==> src/sv/prc_pkg.sv <==
package prc_pkg;

  // Number of clip stages in the cascade.
  localparam int unsigned NSTAGE = 4;

  // Depth of the vertex queue between the front and the back.
  localparam int unsigned QDEPTH = 4;

  // Stage codes, in the order the polygon passes through them.
  localparam logic [1:0] STG_LEFT  = 2'd0;
  localparam logic [1:0] STG_RIGHT = 2'd1;
  localparam logic [1:0] STG_LOWER = 2'd2;
  localparam logic [1:0] STG_UPPER = 2'd3;

  // Configuration register indexes.
  localparam logic [1:0] REG_LEFT  = 2'd0;
  localparam logic [1:0] REG_RIGHT = 2'd1;
  localparam logic [1:0] REG_UPPER = 2'd2;
  localparam logic [1:0] REG_LOWER = 2'd3;

  typedef enum logic [2:0] {
    ST_IDLE,
    ST_EVAL,
    ST_DIV,
    ST_EMIT,
    ST_SINK,
    ST_NEXT,
    ST_FIN
  } eng_state_e;

  typedef enum logic [1:0] {
    MD_IDLE,
    MD_MUL,
    MD_DIV
  } md_state_e;

  // Handshake between the front queue and the back engine.
  typedef struct packed {
    logic valid;
    logic last;
  } q_status_t;

endpackage

==> src/sv/polygon_rect_clipper_core.sv <==
// Rectangle polygon clipper. Vertices of a polygon arrive one request at a
// time, the last one flagged by final_vertex_i; the polygon is clipped against
// the left, right, lower and upper boundaries in turn, a vertex counting as
// inside only when strictly within a bound, and the clipped vertices leave one
// request at a time, the last one flagged by final_clipped_o. A polygon that
// vanishes entirely yields a single request with polygon_empty_o set and zero
// coordinates. Input vertices enter a four-deep queue, so the source is only
// held off when four vertices are waiting. The back end walks each edge
// through the four stages in turn on a shared sequencer: an edge is
// evaluated and emitted, with a division step between when it crosses a
// boundary, where the intersection is found by one multiply followed by a
// bit-serial divider that retires one quotient bit per cycle. The polygon
// end adds the four closing edges. Clip boundaries are written through the
// cfg port; the user must write them only while the block is idle, which
// the block itself does not enforce, and they take effect at once.
module polygon_rect_clipper_core
  import prc_pkg::*;
#(
  parameter int unsigned COORD_BITS = 16
) (
  input  logic                         clk_i,
  input  logic                         rst_ni,
  input  logic                         cfg_we_i,
  input  logic [1:0]                   cfg_idx_i,
  input  logic [COORD_BITS-1:0]        cfg_data_i,
  input  logic                         in_valid_i,
  output logic                         in_stall_o,
  input  logic signed [COORD_BITS-1:0] vertex_x_i,
  input  logic signed [COORD_BITS-1:0] vertex_y_i,
  input  logic                         final_vertex_i,
  output logic                         out_valid_o,
  input  logic                         out_stall_i,
  output logic signed [COORD_BITS-1:0] clipped_x_o,
  output logic signed [COORD_BITS-1:0] clipped_y_o,
  output logic                         final_clipped_o,
  output logic                         polygon_empty_o
);

  q_status_t                    q_status;
  logic signed [COORD_BITS-1:0] q_x, q_y;
  logic                         q_pop;
  logic                         md_start, md_done;
  logic signed [COORD_BITS:0]   md_a, md_b, md_d;
  logic signed [COORD_BITS+1:0] md_q;

  // Front: accepts vertex requests and buffers them for the sequencer.
  prc_queue #(.COORD_BITS(COORD_BITS)) u_queue (
    .clk_i          (clk_i),
    .rst_ni         (rst_ni),
    .in_valid_i     (in_valid_i),
    .in_stall_o     (in_stall_o),
    .vertex_x_i     (vertex_x_i),
    .vertex_y_i     (vertex_y_i),
    .final_vertex_i (final_vertex_i),
    .pop_i          (q_pop),
    .status_o       (q_status),
    .x_o            (q_x),
    .y_o            (q_y)
  );

  // Shared intersection unit: exact product, quotient truncated toward zero.
  prc_muldiv #(.COORD_BITS(COORD_BITS)) u_muldiv (
    .clk_i   (clk_i),
    .rst_ni  (rst_ni),
    .start_i (md_start),
    .a_i     (md_a),
    .b_i     (md_b),
    .d_i     (md_d),
    .done_o  (md_done),
    .q_o     (md_q)
  );

  // Back: per-stage edge state, the cascade sequencer and the output register.
  prc_engine #(.COORD_BITS(COORD_BITS)) u_engine (
    .clk_i           (clk_i),
    .rst_ni          (rst_ni),
    .cfg_we_i        (cfg_we_i),
    .cfg_idx_i       (cfg_idx_i),
    .cfg_data_i      (cfg_data_i),
    .q_status_i      (q_status),
    .q_x_i           (q_x),
    .q_y_i           (q_y),
    .q_pop_o         (q_pop),
    .md_start_o      (md_start),
    .md_a_o          (md_a),
    .md_b_o          (md_b),
    .md_d_o          (md_d),
    .md_done_i       (md_done),
    .md_q_i          (md_q),
    .out_valid_o     (out_valid_o),
    .out_stall_i     (out_stall_i),
    .clipped_x_o     (clipped_x_o),
    .clipped_y_o     (clipped_y_o),
    .final_clipped_o (final_clipped_o),
    .polygon_empty_o (polygon_empty_o)
  );

endmodule

==> src/sv/prc_queue.sv <==
module prc_queue
  import prc_pkg::*;
#(
  parameter int unsigned COORD_BITS = 16
) (
  input  logic                         clk_i,
  input  logic                         rst_ni,
  input  logic                         in_valid_i,
  output logic                         in_stall_o,
  input  logic signed [COORD_BITS-1:0] vertex_x_i,
  input  logic signed [COORD_BITS-1:0] vertex_y_i,
  input  logic                         final_vertex_i,
  input  logic                         pop_i,
  output q_status_t                    status_o,
  output logic signed [COORD_BITS-1:0] x_o,
  output logic signed [COORD_BITS-1:0] y_o
);

  localparam int unsigned PW = $clog2(QDEPTH);
  localparam int unsigned CW = $clog2(QDEPTH + 1);

  logic signed [COORD_BITS-1:0] mem_x_q [QDEPTH];
  logic signed [COORD_BITS-1:0] mem_y_q [QDEPTH];
  logic                         mem_l_q [QDEPTH];
  logic [PW-1:0] wr_q, rd_q;
  logic [CW-1:0] cnt_q;
  logic push, pop;

  assign in_stall_o = (cnt_q == CW'(QDEPTH));
  assign push = in_valid_i && !in_stall_o;
  assign pop  = pop_i && (cnt_q != '0);

  assign status_o.valid = (cnt_q != '0);
  assign status_o.last  = mem_l_q[rd_q];
  assign x_o = mem_x_q[rd_q];
  assign y_o = mem_y_q[rd_q];

  always_ff @(posedge clk_i or negedge rst_ni) begin
    if (!rst_ni) begin
      wr_q  <= '0;
      rd_q  <= '0;
      cnt_q <= '0;
    end else begin
      if (push) wr_q <= PW'(wr_q + 1'b1);
      if (pop)  rd_q <= PW'(rd_q + 1'b1);
      if (push && !pop) cnt_q <= cnt_q + 1'b1;
      else if (pop && !push) cnt_q <= cnt_q - 1'b1;
    end
  end

  always_ff @(posedge clk_i) begin
    if (push) begin
      mem_x_q[wr_q] <= vertex_x_i;
      mem_y_q[wr_q] <= vertex_y_i;
      mem_l_q[wr_q] <= final_vertex_i;
    end
  end

`ifndef SYNTHESIS
  a_cnt_bound: assert property (@(posedge clk_i) disable iff (!rst_ni)
    cnt_q <= CW'(QDEPTH))
    else $error("vertex queue fill exceeds its depth");
`endif

endmodule

==> src/sv/prc_muldiv.sv <==
module prc_muldiv
  import prc_pkg::*;
#(
  parameter int unsigned COORD_BITS = 16
) (
  input  logic                       clk_i,
  input  logic                       rst_ni,
  input  logic                       start_i,
  input  logic signed [COORD_BITS:0] a_i,
  input  logic signed [COORD_BITS:0] b_i,
  input  logic signed [COORD_BITS:0] d_i,
  output logic                       done_o,
  output logic signed [COORD_BITS+1:0] q_o
);

  localparam int unsigned W  = COORD_BITS + 1;
  localparam int unsigned CW = $clog2(W + 1);

  md_state_e st_q, st_d;
  logic [W-1:0] ma_q, mb_q, md_q, rem_q, lo_q;
  logic [2*W-1:0] prod;
  logic [W:0] trial;
  logic ge;
  logic [CW-1:0] cnt_q;
  logic neg_q, done_q;

  function automatic logic [W-1:0] mag(input logic signed [W-1:0] v);
    mag = v[W-1] ? W'(-v) : W'(v);
  endfunction

  assign prod  = ma_q * mb_q;
  assign trial = {rem_q, lo_q[W-1]};
  assign ge    = (trial >= {1'b0, md_q});

  always_comb begin
    st_d = st_q;
    case (st_q)
      MD_IDLE: if (start_i) st_d = MD_MUL;
      MD_MUL:  st_d = MD_DIV;
      MD_DIV:  if (cnt_q == CW'(1)) st_d = MD_IDLE;
      default: st_d = MD_IDLE;
    endcase
  end

  always_ff @(posedge clk_i or negedge rst_ni) begin
    if (!rst_ni) begin
      st_q   <= MD_IDLE;
      done_q <= 1'b0;
    end else begin
      st_q   <= st_d;
      done_q <= (st_q == MD_DIV) && (cnt_q == CW'(1));
    end
  end

  always_ff @(posedge clk_i) begin
    case (st_q)
      MD_IDLE: begin
        if (start_i) begin
          ma_q  <= mag(a_i);
          mb_q  <= mag(b_i);
          md_q  <= mag(d_i);
          neg_q <= a_i[W-1] ^ b_i[W-1] ^ d_i[W-1];
        end
      end
      MD_MUL: begin
        // The quotient is known to fit in W bits, so the high half is
        // already below the divisor.
        rem_q <= prod[2*W-1:W];
        lo_q  <= prod[W-1:0];
        cnt_q <= CW'(W);
      end
      MD_DIV: begin
        rem_q <= ge ? W'(trial - {1'b0, md_q}) : W'(trial);
        lo_q  <= {lo_q[W-2:0], ge};
        cnt_q <= cnt_q - 1'b1;
      end
      default: ;
    endcase
  end

  assign done_o = done_q;
  assign q_o = neg_q ? -$signed({1'b0, lo_q}) : $signed({1'b0, lo_q});

endmodule

==> src/sv/prc_engine.sv <==
module prc_engine
  import prc_pkg::*;
#(
  parameter int unsigned COORD_BITS = 16
) (
  input  logic                         clk_i,
  input  logic                         rst_ni,
  input  logic                         cfg_we_i,
  input  logic [1:0]                   cfg_idx_i,
  input  logic [COORD_BITS-1:0]        cfg_data_i,
  input  q_status_t                    q_status_i,
  input  logic signed [COORD_BITS-1:0] q_x_i,
  input  logic signed [COORD_BITS-1:0] q_y_i,
  output logic                         q_pop_o,
  output logic                         md_start_o,
  output logic signed [COORD_BITS:0]   md_a_o,
  output logic signed [COORD_BITS:0]   md_b_o,
  output logic signed [COORD_BITS:0]   md_d_o,
  input  logic                         md_done_i,
  input  logic signed [COORD_BITS+1:0] md_q_i,
  output logic                         out_valid_o,
  input  logic                         out_stall_i,
  output logic signed [COORD_BITS-1:0] clipped_x_o,
  output logic signed [COORD_BITS-1:0] clipped_y_o,
  output logic                         final_clipped_o,
  output logic                         polygon_empty_o
);

  localparam int unsigned N = COORD_BITS;
  localparam int unsigned SPW = $clog2(NSTAGE + 1);

  eng_state_e st_q, st_d;

  logic signed [N-1:0] left_q, right_q, upper_q, lower_q;
  logic signed [N-1:0] first_x_q [NSTAGE];
  logic signed [N-1:0] first_y_q [NSTAGE];
  logic signed [N-1:0] prev_x_q  [NSTAGE];
  logic signed [N-1:0] prev_y_q  [NSTAGE];
  logic [NSTAGE-1:0]   started_q;

  logic [1:0]          tok_s_q;
  logic signed [N-1:0] tok_x_q, tok_y_q;
  logic                tok_close_q, end_q;
  logic [SPW-1:0]      cls_q;

  logic [1:0]          stk_s_q [NSTAGE];
  logic signed [N-1:0] stk_x_q [NSTAGE];
  logic signed [N-1:0] stk_y_q [NSTAGE];
  logic [SPW-1:0]      sp_q, sp_m1;

  logic signed [N-1:0] b_x_q, b_y_q, p_x_q, p_y_q, ob_q, bnd_q;
  logic                inside_q, cross_q, more_q;
  logic signed [N-1:0] sink_x_q, sink_y_q, held_x_q, held_y_q;
  logic                held_v_q;

  logic                out_v_q, out_fin_q, out_emp_q;
  logic signed [N-1:0] out_x_q, out_y_q;

  // Current edge, from the stage's previous vertex to the token's vertex, or to the stage's first vertex when closing.
  logic                axis_y, keep_gt, edge_ok, is_in, crosses;
  logic signed [N-1:0] bnd, ex, ey, ca, cb, oa, ob;
  logic signed [N+1:0] p_o;
  logic                can_push, sink_go, out_load, has_out, top_stage;

  assign axis_y  = tok_s_q[1];
  assign keep_gt = (tok_s_q == STG_LEFT) || (tok_s_q == STG_UPPER);
  assign edge_ok = started_q[tok_s_q];
  assign ex = tok_close_q ? first_x_q[tok_s_q] : tok_x_q;
  assign ey = tok_close_q ? first_y_q[tok_s_q] : tok_y_q;
  assign ca = axis_y ? prev_y_q[tok_s_q] : prev_x_q[tok_s_q];
  assign oa = axis_y ? prev_x_q[tok_s_q] : prev_y_q[tok_s_q];
  assign cb = axis_y ? ey : ex;
  assign ob = axis_y ? ex : ey;

  always_comb begin
    case (tok_s_q)
      STG_LEFT:  bnd = left_q;
      STG_RIGHT: bnd = right_q;
      STG_LOWER: bnd = lower_q;
      default:   bnd = upper_q;
    endcase
  end

  assign is_in   = keep_gt ? (cb > bnd) : (cb < bnd);
  assign crosses = ((ca < bnd) && (bnd < cb)) || ((cb < bnd) && (bnd < ca));

  assign md_start_o = (st_q == ST_EVAL) && edge_ok && crosses;
  assign md_a_o = $signed({ob[N-1], ob}) - $signed({oa[N-1], oa});
  assign md_b_o = $signed({cb[N-1], cb}) - $signed({bnd[N-1], bnd});
  assign md_d_o = $signed({cb[N-1], cb}) - $signed({ca[N-1], ca});
  assign p_o    = $signed({{2{ob_q[N-1]}}, ob_q}) - md_q_i;

  assign q_pop_o   = (st_q == ST_IDLE) && q_status_i.valid;
  assign can_push  = !out_v_q || !out_stall_i;
  assign sink_go   = !held_v_q || can_push;
  assign has_out   = cross_q || inside_q;
  assign top_stage = (tok_s_q == STG_UPPER);
  assign sp_m1     = sp_q - 1'b1;
  assign out_load  = ((st_q == ST_SINK) && sink_go && held_v_q) ||
                     ((st_q == ST_FIN) && can_push);

  always_comb begin
    st_d = st_q;
    case (st_q)
      ST_IDLE: if (q_status_i.valid) st_d = ST_EVAL;
      ST_EVAL: begin
        if (!edge_ok) st_d = ST_NEXT;
        else if (crosses) st_d = ST_DIV;
        else st_d = ST_EMIT;
      end
      ST_DIV:  if (md_done_i) st_d = ST_EMIT;
      ST_EMIT: begin
        if (!has_out) st_d = ST_NEXT;
        else if (top_stage) st_d = ST_SINK;
        else st_d = ST_EVAL;
      end
      ST_SINK: if (sink_go && !more_q) st_d = ST_NEXT;
      ST_NEXT: begin
        if (sp_q != '0) st_d = ST_EVAL;
        else if (end_q && (cls_q != SPW'(NSTAGE))) st_d = ST_EVAL;
        else if (end_q) st_d = ST_FIN;
        else st_d = ST_IDLE;
      end
      ST_FIN:  if (can_push) st_d = ST_IDLE;
      default: st_d = ST_IDLE;
    endcase
  end

  always_ff @(posedge clk_i or negedge rst_ni) begin
    if (!rst_ni) begin
      st_q        <= ST_IDLE;
      left_q      <= '0;
      right_q     <= '0;
      upper_q     <= '0;
      lower_q     <= '0;
      started_q   <= '0;
      tok_s_q     <= STG_LEFT;
      tok_close_q <= 1'b0;
      end_q       <= 1'b0;
      cls_q       <= '0;
      sp_q        <= '0;
      more_q      <= 1'b0;
      held_v_q    <= 1'b0;
      out_v_q     <= 1'b0;
    end else begin
      st_q <= st_d;
      if (cfg_we_i) begin
        case (cfg_idx_i)
          REG_LEFT:  left_q  <= cfg_data_i;
          REG_RIGHT: right_q <= cfg_data_i;
          REG_UPPER: upper_q <= cfg_data_i;
          default:   lower_q <= cfg_data_i;
        endcase
      end
      if (out_load) out_v_q <= 1'b1;
      else if (!out_stall_i) out_v_q <= 1'b0;
      case (st_q)
        ST_IDLE: begin
          if (q_status_i.valid) begin
            tok_s_q     <= STG_LEFT;
            tok_close_q <= 1'b0;
            end_q       <= q_status_i.last;
            cls_q       <= '0;
          end
        end
        ST_EVAL: begin
          if (edge_ok && tok_close_q) started_q[tok_s_q] <= 1'b0;
          else if (!edge_ok && !tok_close_q) started_q[tok_s_q] <= 1'b1;
        end
        ST_EMIT: begin
          if (top_stage) begin
            more_q <= cross_q && inside_q;
          end else if (has_out) begin
            tok_s_q     <= tok_s_q + 2'd1;
            tok_close_q <= 1'b0;
            if (cross_q && inside_q) sp_q <= sp_q + 1'b1;
          end
        end
        ST_SINK: begin
          if (sink_go) begin
            held_v_q <= 1'b1;
            more_q   <= 1'b0;
          end
        end
        ST_NEXT: begin
          if (sp_q != '0) begin
            sp_q        <= sp_m1;
            tok_s_q     <= stk_s_q[sp_m1[1:0]];
            tok_close_q <= 1'b0;
          end else if (end_q && (cls_q != SPW'(NSTAGE))) begin
            tok_s_q     <= cls_q[1:0];
            tok_close_q <= 1'b1;
            cls_q       <= cls_q + 1'b1;
          end
        end
        ST_FIN: begin
          if (can_push) begin
            held_v_q <= 1'b0;
            end_q    <= 1'b0;
          end
        end
        default: ;
      endcase
    end
  end

  always_ff @(posedge clk_i) begin
    if (out_load) begin
      if (st_q == ST_FIN) begin
        out_x_q   <= held_v_q ? held_x_q : '0;
        out_y_q   <= held_v_q ? held_y_q : '0;
        out_fin_q <= 1'b1;
        out_emp_q <= !held_v_q;
      end else begin
        out_x_q   <= held_x_q;
        out_y_q   <= held_y_q;
        out_fin_q <= 1'b0;
        out_emp_q <= 1'b0;
      end
    end
    case (st_q)
      ST_IDLE: begin
        tok_x_q <= q_x_i;
        tok_y_q <= q_y_i;
      end
      ST_EVAL: begin
        b_x_q    <= ex;
        b_y_q    <= ey;
        inside_q <= is_in;
        cross_q  <= crosses;
        ob_q     <= ob;
        bnd_q    <= bnd;
        if (!tok_close_q) begin
          prev_x_q[tok_s_q] <= ex;
          prev_y_q[tok_s_q] <= ey;
          if (!edge_ok) begin
            first_x_q[tok_s_q] <= ex;
            first_y_q[tok_s_q] <= ey;
          end
        end
      end
      ST_DIV: begin
        if (md_done_i) begin
          p_x_q <= axis_y ? p_o[N-1:0] : bnd_q;
          p_y_q <= axis_y ? bnd_q : p_o[N-1:0];
        end
      end
      ST_EMIT: begin
        if (top_stage) begin
          sink_x_q <= cross_q ? p_x_q : b_x_q;
          sink_y_q <= cross_q ? p_y_q : b_y_q;
        end else begin
          tok_x_q <= cross_q ? p_x_q : b_x_q;
          tok_y_q <= cross_q ? p_y_q : b_y_q;
          if (cross_q && inside_q) begin
            stk_s_q[sp_q[1:0]] <= tok_s_q + 2'd1;
            stk_x_q[sp_q[1:0]] <= b_x_q;
            stk_y_q[sp_q[1:0]] <= b_y_q;
          end
        end
      end
      ST_SINK: begin
        if (sink_go) begin
          held_x_q <= sink_x_q;
          held_y_q <= sink_y_q;
          sink_x_q <= b_x_q;
          sink_y_q <= b_y_q;
        end
      end
      ST_NEXT: begin
        if (sp_q != '0) begin
          tok_x_q <= stk_x_q[sp_m1[1:0]];
          tok_y_q <= stk_y_q[sp_m1[1:0]];
        end
      end
      default: ;
    endcase
  end

  assign out_valid_o     = out_v_q;
  assign clipped_x_o     = out_x_q;
  assign clipped_y_o     = out_y_q;
  assign final_clipped_o = out_fin_q;
  assign polygon_empty_o = out_emp_q;

`ifndef SYNTHESIS
  a_div_cross: assert property (@(posedge clk_i) disable iff (!rst_ni)
    (st_q == ST_DIV) && md_done_i |-> cross_q)
    else $error("divider result arrived for an edge without a crossing");
  a_idle_stack: assert property (@(posedge clk_i) disable iff (!rst_ni)
    (st_q == ST_IDLE) |-> (sp_q == '0) && (started_q == '0 || !end_q))
    else $error("pending stack entries while waiting for a vertex");
  a_fin_closed: assert property (@(posedge clk_i) disable iff (!rst_ni)
    (st_q == ST_FIN) |-> end_q && (cls_q == SPW'(NSTAGE)) && (started_q == '0))
    else $error("polygon finished before every stage was closed");
`endif

endmodule

==> config.mk <==
export PLATFORM = sky130hd
export DESIGN_NAME = polygon_rect_clipper_core
export DESIGN_NICKNAME = d
export VERILOG_FILES = /design/src/sv/prc_pkg.sv /design/src/sv/polygon_rect_clipper_core.sv /design/src/sv/prc_queue.sv /design/src/sv/prc_muldiv.sv /design/src/sv/prc_engine.sv
export SDC_FILE = /design/constraint.sdc
export NUM_CORES = 2
export LEC_CHECK = 0
export BUFFER_PORTS_ARGS = -buffer_cell sky130_fd_sc_hd__buf_4
export CAP_MARGIN = 20
export CORE_MARGIN = 2
export CORE_UTILIZATION = 30
export CTS_CLUSTER_DIAMETER = 30
export DETAILED_ROUTE_END_ITERATION = 16
export PLACE_DENSITY = 0.49
export SLEW_MARGIN = 20
export SYNTH_ARGS = -nofsm -noshare
export SYNTH_HDL_FRONTEND = slang
export SYNTH_HIERARCHICAL = 1
export SYNTH_SLANG_ARGS = --single-unit
==> constraint.sdc <==
create_clock -name clk_i -period 6.5 [get_ports clk_i]
set_input_delay 1.3 -clock clk_i [delete_from_list [all_inputs] [get_ports clk_i]]
set_output_delay 1.3 -clock clk_i [all_outputs]
set_load 0.01 [all_outputs]
==> flow_metrics.env <==
export IMPL_synth_fp_nets=4408
export IMPL_status="completed"
export IMPL_max_slew_margin_rel_pct=28.4
export IMPL_grt_pass1_wl_mm=210
export IMPL_cp_common_cell="fa_1"
export IMPL_drtIter0Drc=2423
export IMPL_cts_tree="built"
export IMPL_path_cells="buf_4 -> buf_4 -> and2_1 -> fa_1 -> fa_1 -> fa_1 -> fa_1 -> fa_1 -> inv_1 -> fa_1 -> inv_1 -> ha_1 -> a21oi_1 -> o21ai_1 -> a2111oi_2 -> o21ai_1 -> a41oi_2 -> a21oi_2 -> a2111oi_4 -> a211oi_2"
export IMPL_critPathKind="flop to flop"
export IMPL_min_path_type="flop to flop"
export IMPL_drtAntennaViolNets=0
export IMPL_required_ns=7.03
export IMPL_numPortBuffers=91
export IMPL_crit_path_top_delay_cell="fa_1"
export IMPL_place_gp_congestion=0.826
export IMPL_syn_area_um2=51900
export IMPL_clock_latency_ns=0.84
export IMPL_cts_made_buffers=211
export IMPL_fp_dieH_um=420
export IMPL_wl_per_cell_um=21.2
export IMPL_cts_htree_levels=4
export IMPL_fin_crit_sh_pct=97.2
export IMPL_nets=4678
export IMPL_hold_depth=0
export IMPL_grtUsageTotal_pct=16.1
export IMPL_finClkSkew_ns=0.106
export IMPL_die_area_um2=176000
export IMPL_grt_pass1_vias=32400
export IMPL_drv_slew=0
export IMPL_grt_overflow=0
export IMPL_num_vias=31700
export IMPL_viasPerCell=4.76
export IMPL_totalWireLength_mm=141
export IMPL_rows=152
export IMPL_period_needed_ns=6.32
export IMPL_antenna_found_initial=12
export IMPL_worstRegToRegCells=20
export IMPL_drive_above_1_share_pct=20.0
export IMPL_clkSinkCount=937
export IMPL_fin_ws_ns=0.184
export IMPL_critPathMaxStageDelay_ns=0.55
export IMPL_ys_warn_count=6
export IMPL_critPathMaxFanout=6
export IMPL_crit_path_start_kind="flop"
export IMPL_drc=0
export IMPL_num_io_pins=92
export IMPL_path_clk_slew_ns=0.04
export IMPL_cap_viol_max_count=0
export IMPL_cts_path_max_buffers=3
export IMPL_area_growth_pct=22.4
export IMPL_first_pass_iters=5
export IMPL_cts_root_buf="clkbuf_16"
export IMPL_syn_inst=3889
export IMPL_end_kind="flop"
export IMPL_hold_viol=0
export IMPL_fmax_mhz=158
export IMPL_start_util_pct=30.2
export IMPL_synth_area_per_cell_um2=13.3
export IMPL_die_w_um=420
export IMPL_cp_arrival_ns=6.85
export IMPL_finalSetupViolCount=0
export IMPL_dp_slack_ns=0.0998
export IMPL_worst_pin_slew_ns=1.07
export IMPL_coreArea_um2=172000
export IMPL_dp_hpwl_mm=103
export IMPL_grt_max_degree=58
layout by cell type, fill, tap and decap left out, drive strengths merged, types with 31 or more instances in the layout:
master and instances:
a21oi 110, a221o 32, and2 140, buf 208
bufinv 37, clkbuf 236, clkinv 86, dfrtp 94
edfxtp 843, fa 230, ha 233, inv 458
mux2 112, mux2i 103, mux4 132, nand2 353
nand3 39, nor2 157, nor2b 61, nor3 31
o21ai 121, xnor2 102, xor2 37
flip-flops by register name (all words and copies together), names as in the netlist, 64 cells and up, named ones only:
register,flops
u_queue/mem_y_q,64
u_engine/stk_y_q,64
u_engine/stk_x_q,64
u_queue/mem_x_q,64
u_engine/prev_y_q,64
u_engine/first_y_q,64
u_engine/prev_x_q,64
u_engine/first_x_q,64
stage by stage:
stage	setup TNS [ns]	util, %	std cells	instance area [µm²]	hold WS [ns]
finish	0	37.0	6657	63500	0.416
global route	-0.0502	37.0	6655	63500	0.421
CTS	0	36.9	6642	63300	0.417
detailed placement	0	32.4	6243	55700	0.405
global placement	0	32.4	6243	55700	0.404
floorplan	0	-	3889	51900	0.400
worst max-delay path: cells and delay by family (launching register included):
kind            cells  cell delay (ns)
buf+inv             4             0.46
flops               1             0.44
simple gates        1             0.17
compound gates      8             1.63
fa+ha+maj           7             3.35
routing by layer:
layer,track usage [%],wire length [µm],vias up
met1,21.9,62900,16000
li1,-,-,14600
met3,3.07,7670,215
met2,25.5,66100,877
met5,0,27,-
met4,5.58,4130,4
layout make-up:
| cell class | count | area (µm²) |
|---|---|---|
| clock buffer | 236 | 5400 |
| clock inverter | 163 | 2220 |
| timing repair buffer | 208 | 1640 |
| multi-input combinational | 2354 | 22000 |
| antenna | 2 | 5.00 |
| tap | 2310 | 2890 |
| inverter | 447 | 1680 |
| fill | 16300 | 108000 |
| sequential | 937 | 27700 |
final timing paths:
kind / start / endpoint / slack (ns)
max: u_muldiv/ma_q[6] / u_muldiv/rem_q[15] / 0.18
min: u_engine/sink_x_q[3] / u_engine/held_x_q[3] / 0.42
max reg2reg: u_muldiv/ma_q[6] / u_muldiv/rem_q[15] / 0.18
min reg2reg: u_engine/sink_x_q[3] / u_engine/held_x_q[3] / 0.42
max in group asynchronous: rst_ni / u_engine/tok_s_q[0] / 4.61
min in group asynchronous: rst_ni / u_muldiv/st_q[1] / 0.63
repair_timing:
action / CTS / global route
resized for setup: 0 / 12
hold endpoints to repair: 0 / 0
hold buffers: 0 / 0
buffers inserted: 0 / 12
endpoints found under the setup margin: 0 / 10
Power is not shown: default switching activity piles up to over one toggle a cycle in this logic, so the estimate is an artifact.
